==> config.mk <==
export PLATFORM = sky130hd
export DESIGN_NAME = mrpt_modmul
export DESIGN_NICKNAME = d
export VERILOG_FILES = /design/src/rtl/core/mrpt_pkg.sv /design/src/rtl/core/mrpt_modmul.sv
export SDC_FILE = /design/constraint.sdc
export NUM_CORES = 2
export LEC_CHECK = 0
export ABC_CLOCK_PERIOD_IN_PS = 10170
export BUFFER_PORTS_ARGS = -buffer_cell sky130_fd_sc_hd__buf_4
export CAP_MARGIN = 0
export CELL_PAD_IN_SITES_DETAIL_PLACEMENT = 1
export CELL_PAD_IN_SITES_GLOBAL_PLACEMENT = 1
export CORE_MARGIN = 2
export CORE_UTILIZATION = 45
export DETAILED_ROUTE_END_ITERATION = 8
export MAX_ROUTING_LAYER = met4
export PLACE_DENSITY_LB_ADDON = 0.3
export SYNTH_ARGS = -nofsm -noshare
export SYNTH_HDL_FRONTEND = slang
export SYNTH_SLANG_ARGS = --single-unit
==> constraint.sdc <==
create_clock -name i_clk -period 10.17 [get_ports i_clk]
set_input_delay 0.5085 -clock i_clk [delete_from_list [all_inputs] [get_ports i_clk]]
set_output_delay 0.5085 -clock i_clk [all_outputs]
set_load 0.03 [all_outputs]
==> src/rtl/core/mrpt_pkg.sv <==
`default_nettype none
package mrpt_pkg;

    localparam int CAND_W  = 32;
    localparam int LIMIT_W = 33;
    localparam int BASE_W  = 6;

    typedef logic [CAND_W-1:0]  t_word;
    typedef logic [LIMIT_W-1:0] t_limit;
    typedef logic [BASE_W-1:0]  t_base;

    localparam t_limit LIMIT_RESET = 33'h0_8000_0000;

    // request to the shared modular multiplier
    typedef struct packed {
        logic  start;
        t_word a;
        t_word b;
    } t_mm_req;

    // status back from it
    typedef struct packed {
        logic  busy;
        logic  done;
        t_word res;
    } t_mm_rsp;

    // witness bases: {2,7,61} for narrow builds, primes 2..29 for wide ones
    function automatic t_base base_of(input logic wide, input logic [3:0] idx);
        t_base b;
        b = 6'd2;
        if (!wide) begin
            case (idx)
                4'd0:    b = 6'd2;
                4'd1:    b = 6'd7;
                4'd2:    b = 6'd61;
                default: b = 6'd2;
            endcase
        end else begin
            case (idx)
                4'd0:    b = 6'd2;
                4'd1:    b = 6'd3;
                4'd2:    b = 6'd5;
                4'd3:    b = 6'd7;
                4'd4:    b = 6'd11;
                4'd5:    b = 6'd13;
                4'd6:    b = 6'd17;
                4'd7:    b = 6'd19;
                4'd8:    b = 6'd23;
                4'd9:    b = 6'd29;
                default: b = 6'd2;
            endcase
        end
        return b;
    endfunction

endpackage
`default_nettype wire

==> src/rtl/core/mrpt_modmul.sv <==
`default_nettype none
// a*b mod m: a multiply, then one remainder bit per cycle
module mrpt_modmul
    import mrpt_pkg::*;
(
    input  wire logic    i_clk,
    input  wire logic    i_rst_n,
    input  wire t_mm_req i_req,
    input  wire t_word   i_mod,
    output t_mm_rsp      o_rsp
);

    logic              r_busy;
    logic              r_done;
    logic [4:0]        r_cnt;
    t_word             r_rem;
    t_word             r_lo;
    logic [CAND_W:0]   trial;
    logic [CAND_W:0]   diff;

    // high half of a product of reduced operands is already below m
    assign trial = {r_rem, r_lo[CAND_W-1]};
    assign diff  = trial - {1'b0, i_mod};

    always_ff @(posedge i_clk) begin
        if (!i_rst_n) begin
            r_busy <= 1'b0;
            r_done <= 1'b0;
            r_cnt  <= '0;
        end else begin
            r_done <= 1'b0;
            if (i_req.start) begin
                r_busy <= 1'b1;
                r_cnt  <= '0;
            end else if (r_busy) begin
                r_cnt <= r_cnt + 5'd1;
                if (r_cnt == 5'd31) begin
                    r_busy <= 1'b0;
                    r_done <= 1'b1;
                end
            end
        end
    end

    always_ff @(posedge i_clk) begin
        if (i_req.start) begin
            {r_rem, r_lo} <= {{CAND_W{1'b0}}, i_req.a} * {{CAND_W{1'b0}}, i_req.b};
        end else if (r_busy) begin
            r_rem <= diff[CAND_W] ? trial[CAND_W-1:0] : diff[CAND_W-1:0];
            r_lo  <= {r_lo[CAND_W-2:0], 1'b0};
        end
    end

    assign o_rsp.busy = r_busy;
    assign o_rsp.done = r_done;
    assign o_rsp.res  = r_rem;

endmodule
`default_nettype wire

==> out/metrics.cfg <==
[critical_path]
worst_path_largest_cell_delay_ns = 0.56
r2r_setup_slack_ns = 6.28
critPathCaptureType = flip-flop
arrival_time_at_the_worst_endpoint_ns = 8.50
critPathMostFrequentCell = sky130_fd_sc_hd__fa_1
startpoint_type = input pin
ff2ff_path_depth = 15
worst_r2r_endpoint = r_rem[16]$_DFFE_PP_
crit_required_ns = 10.26
criticalPathCategory = input pin to flip-flop
critPathMaxFanout = 32
rr_startpoint = r_lo[31]$_DFFE_PP_
slowest_cp_cell = sky130_fd_sc_hd__fa_1
critical_path.cell_chain = buf_4, nand2_1, fa_1, fa_1, fa_1, fa_1, inv_1, fa_1, fa_1, fa_1, fa_1, ha_1, a21oi_1, o21ai_1, a21boi_0, o21ai_0, or4_1, a21oi_1, o21ai_1, a41oi_2, o21ai_1, xor2_1, mux2_2

[clocking]
clock_input_transition_at_the_sequential_cells_of_the_worst_setup_and_hold_paths_ns = 0.06
clock-sinks = 71
clock_path_buffers = 2
cts_tree = yes
root_buffer_cell = sky130_fd_sc_hd__clkbuf_16
cts_hold_buffers = 0
post_cts.resized_instances = 0
ctsHtreeMaxLevel = 3
post-cts-setup-buffers = 0
numCtsBuffers = 9
worstSkewPairLatency_ns = 0.34

[floorplan]
die_x_um = 295
die_ht_um = 295
rows = 106
die_area_mm2 = 0.0871
boundaryPins = 133
floorplan.core_area_mm2 = 0.0838
floorplan.initialDensity_pct = 45.5

[routing]
drc = 0
drt-total-wl_um = 110000
drt_iter0_drc = 1052
routedLengthMet1_um = 42700
top_layer = met4
detailroute.via_count = 27800
wl_cell_um = 21.1
route.antenna.remaining_nets = 0
dr_wl_met3_um = 2680
routed-wl-met2_um = 60100
vias_per_cell = 5.32
detail_route.first_pass.iterations = 4

[outcome]
run_status = complete, no violations

[timing]
clock.fmax_ghz = 0.119
relative_slew_slack_pct = 42.0
finClkSkew_ns = 0.00844
final.min_clock_period_ns = 8.41
grt_setup_unrepaired = false
setup-tns-final_ns = 0
timing_worst_slew_pin_value_ns = 0.870
timing.final.hold_violations = 0
layout_worst_path_cycle_share_pct = 82.7
final-setup-viol-count = 0
final-max-slew-violation-count = 0

[yosys]
ys.warnings.count = 0
synthDominantAreaCellType = sky130_fd_sc_hd__fa_1
postSynth.topFlopCell = sky130_fd_sc_hd__edfxtp_1
synth_top_cells_by_count = sky130_fd_sc_hd__fa_1, sky130_fd_sc_hd__inv_1, sky130_fd_sc_hd__and2_1, sky130_fd_sc_hd__nand2_1, sky130_fd_sc_hd__ha_1
synth-edff-count = 64
synth_seq_cells = 71
synth.net_count = 5460
ys_async_sr_fraction_pct = 0
synth.distinct_cells = 71
syn_area_mm2 = 0.0381
synth_most_common_cell = sky130_fd_sc_hd__fa_1
synth_seq_area_share_pct = 5.41
post-synth-top-area-fraction_pct = 47.1
postSynthCellCount = 4167
synth.top_cells.by_area = sky130_fd_sc_hd__fa_1, sky130_fd_sc_hd__and2_1, sky130_fd_sc_hd__ha_1
synth_area_per_cell_um2 = 9.15

[finish]
fillers = 9678
postLayoutCellArea_mm2 = 0.0400
area_of_the_multi_input_gates_mm2 = 0.0318
ff_latch_area_mm2 = 0.00206
fin_nets = 5368
area_delta_synth_final_pct = 4.88
drive_above_1_share_pct = 4.88

[grt]
grt_max_degree = 65
grt-ovfl-total = 0
gr-usage-all-layers_pct = 27.1
wire_length_of_the_first_global_routing_pass_um = 177000
grt_antenna_before_repair = 3
grt_pass1_vias = 32300

[flow_run]
drv.max_cap_violation_count = 0

[min_path]
hold_start = i_rst_n
holdPathEnd = r_busy$_SDFF_PN0_
worstHoldPathType = input pin to flip-flop
hold_path_depth = 2

[place]
routability_congestion_estimate_from_global_placement = 0.909
buffer_ports.inserted = 132
detailed_place.area_mm2 = 0.0396
dp_hpwl_um = 88200

==> cells in the final DEF (no fill, tap or decap), drive strengths merged, types with 6 or more instances in the layout <==
| cell type | n |
|---|---|
| a211oi | 22 |
| a21boi | 9 |
| a21o | 43 |
| a21oi | 118 |
| a31oi | 13 |
| and2 | 597 |
| and3 | 9 |
| buf | 135 |
| clkbuf | 9 |
| dfxtp | 7 |
| edfxtp | 64 |
| fa | 897 |
| ha | 297 |
| inv | 894 |
| mux2 | 29 |
| mux2i | 10 |
| nand2 | 515 |
| nand2b | 19 |
| nand3 | 22 |
| nand4 | 20 |
| nor2 | 66 |
| nor2b | 25 |
| nor3 | 15 |
| o21a | 14 |
| o21ai | 70 |
| o21bai | 11 |
| o31ai | 6 |
| xnor2 | 57 |
| xor2 | 31 |
==> per-layer routing <==
metal | vias to the layer above | global-route usage, %
met5 | - | -
met4 | 0 | 9.60
met3 | 208 | 1.79
met2 | 541 | 49.8
met1 | 14800 | 31.1
li1 | 12200 | -
==> worst max-delay path by stage <==
stage	cells after the start	end	slack (ns)	startpoint
after CTS	23	r_rem[25]$_DFFE_PP_	1.89	i_req[53]
after detailed placement	23	r_rem[25]$_DFFE_PP_	1.55	i_req[53]
final	23	r_rem[25]$_DFFE_PP_	1.76	i_req[53]
after floorplan	26	r_rem[25]$_DFFE_PP_	2.62	i_req[61]
after global placement	24	r_rem[25]$_DFFE_PP_	1.63	i_req[60]
after global routing	25	r_rem[31]$_DFFE_PP_	1.52	i_req[23]
==> cell type report <==
type,instances,area share [%]
multi-input combinational,2966,79.5
antenna,3,0.0188
sequential,71,5.16
tap,1134,3.55
inverter,892,8.37
clock buffer,9,0.563
clock inverter,7,0.319
timing repair buffer,135,2.53
==> cells by family after synthesis <==
logic type                 after synthesis  synth area share (%)
muxes                                   39                  1.12
AOI/OAI and AO/OA                      342                  5.82
and+or+nand+nor                       1303                  17.5
buffers and inverters                 1130                  11.2
xor gates and xnor gates                88                  2.02
adders and majority gates             1194                  56.9
DFF                                     71                  5.41
==> worst max-delay path, delay by kind of cell <==
family | cells | cell delay (ns)
compound gates | 8 | 1.86
xor+xnor | 1 | 0.15
fa+ha+maj | 9 | 4.54
buf+inv | 2 | 0.45
mux | 1 | 0.26
simple gates | 2 | 0.68
==> flip-flops by register name, summed over array words and instances, names as in the netlist <==
name and cells:
r_busy 1, r_done 1, r_cnt 5, r_lo 32, r_rem 32
==> metrics by stage <==
stage	hold WS, ns	util, %	worst slack (ns)	std cells
2_1_floorplan	0.467	-	2.62	4167
3_3_place_gp	0.480	47.3	1.63	5198
3_5_place_dp	0.505	47.3	1.55	5198
4_1_cts	0.429	47.7	1.89	5214
5_1_grt	0.438	47.7	1.52	5215
6_report	0.446	47.7	1.76	5217
Power is left out: the tool's default activity adds up to more than one toggle a clock period on the data nets, which glitch-free logic cannot reach.
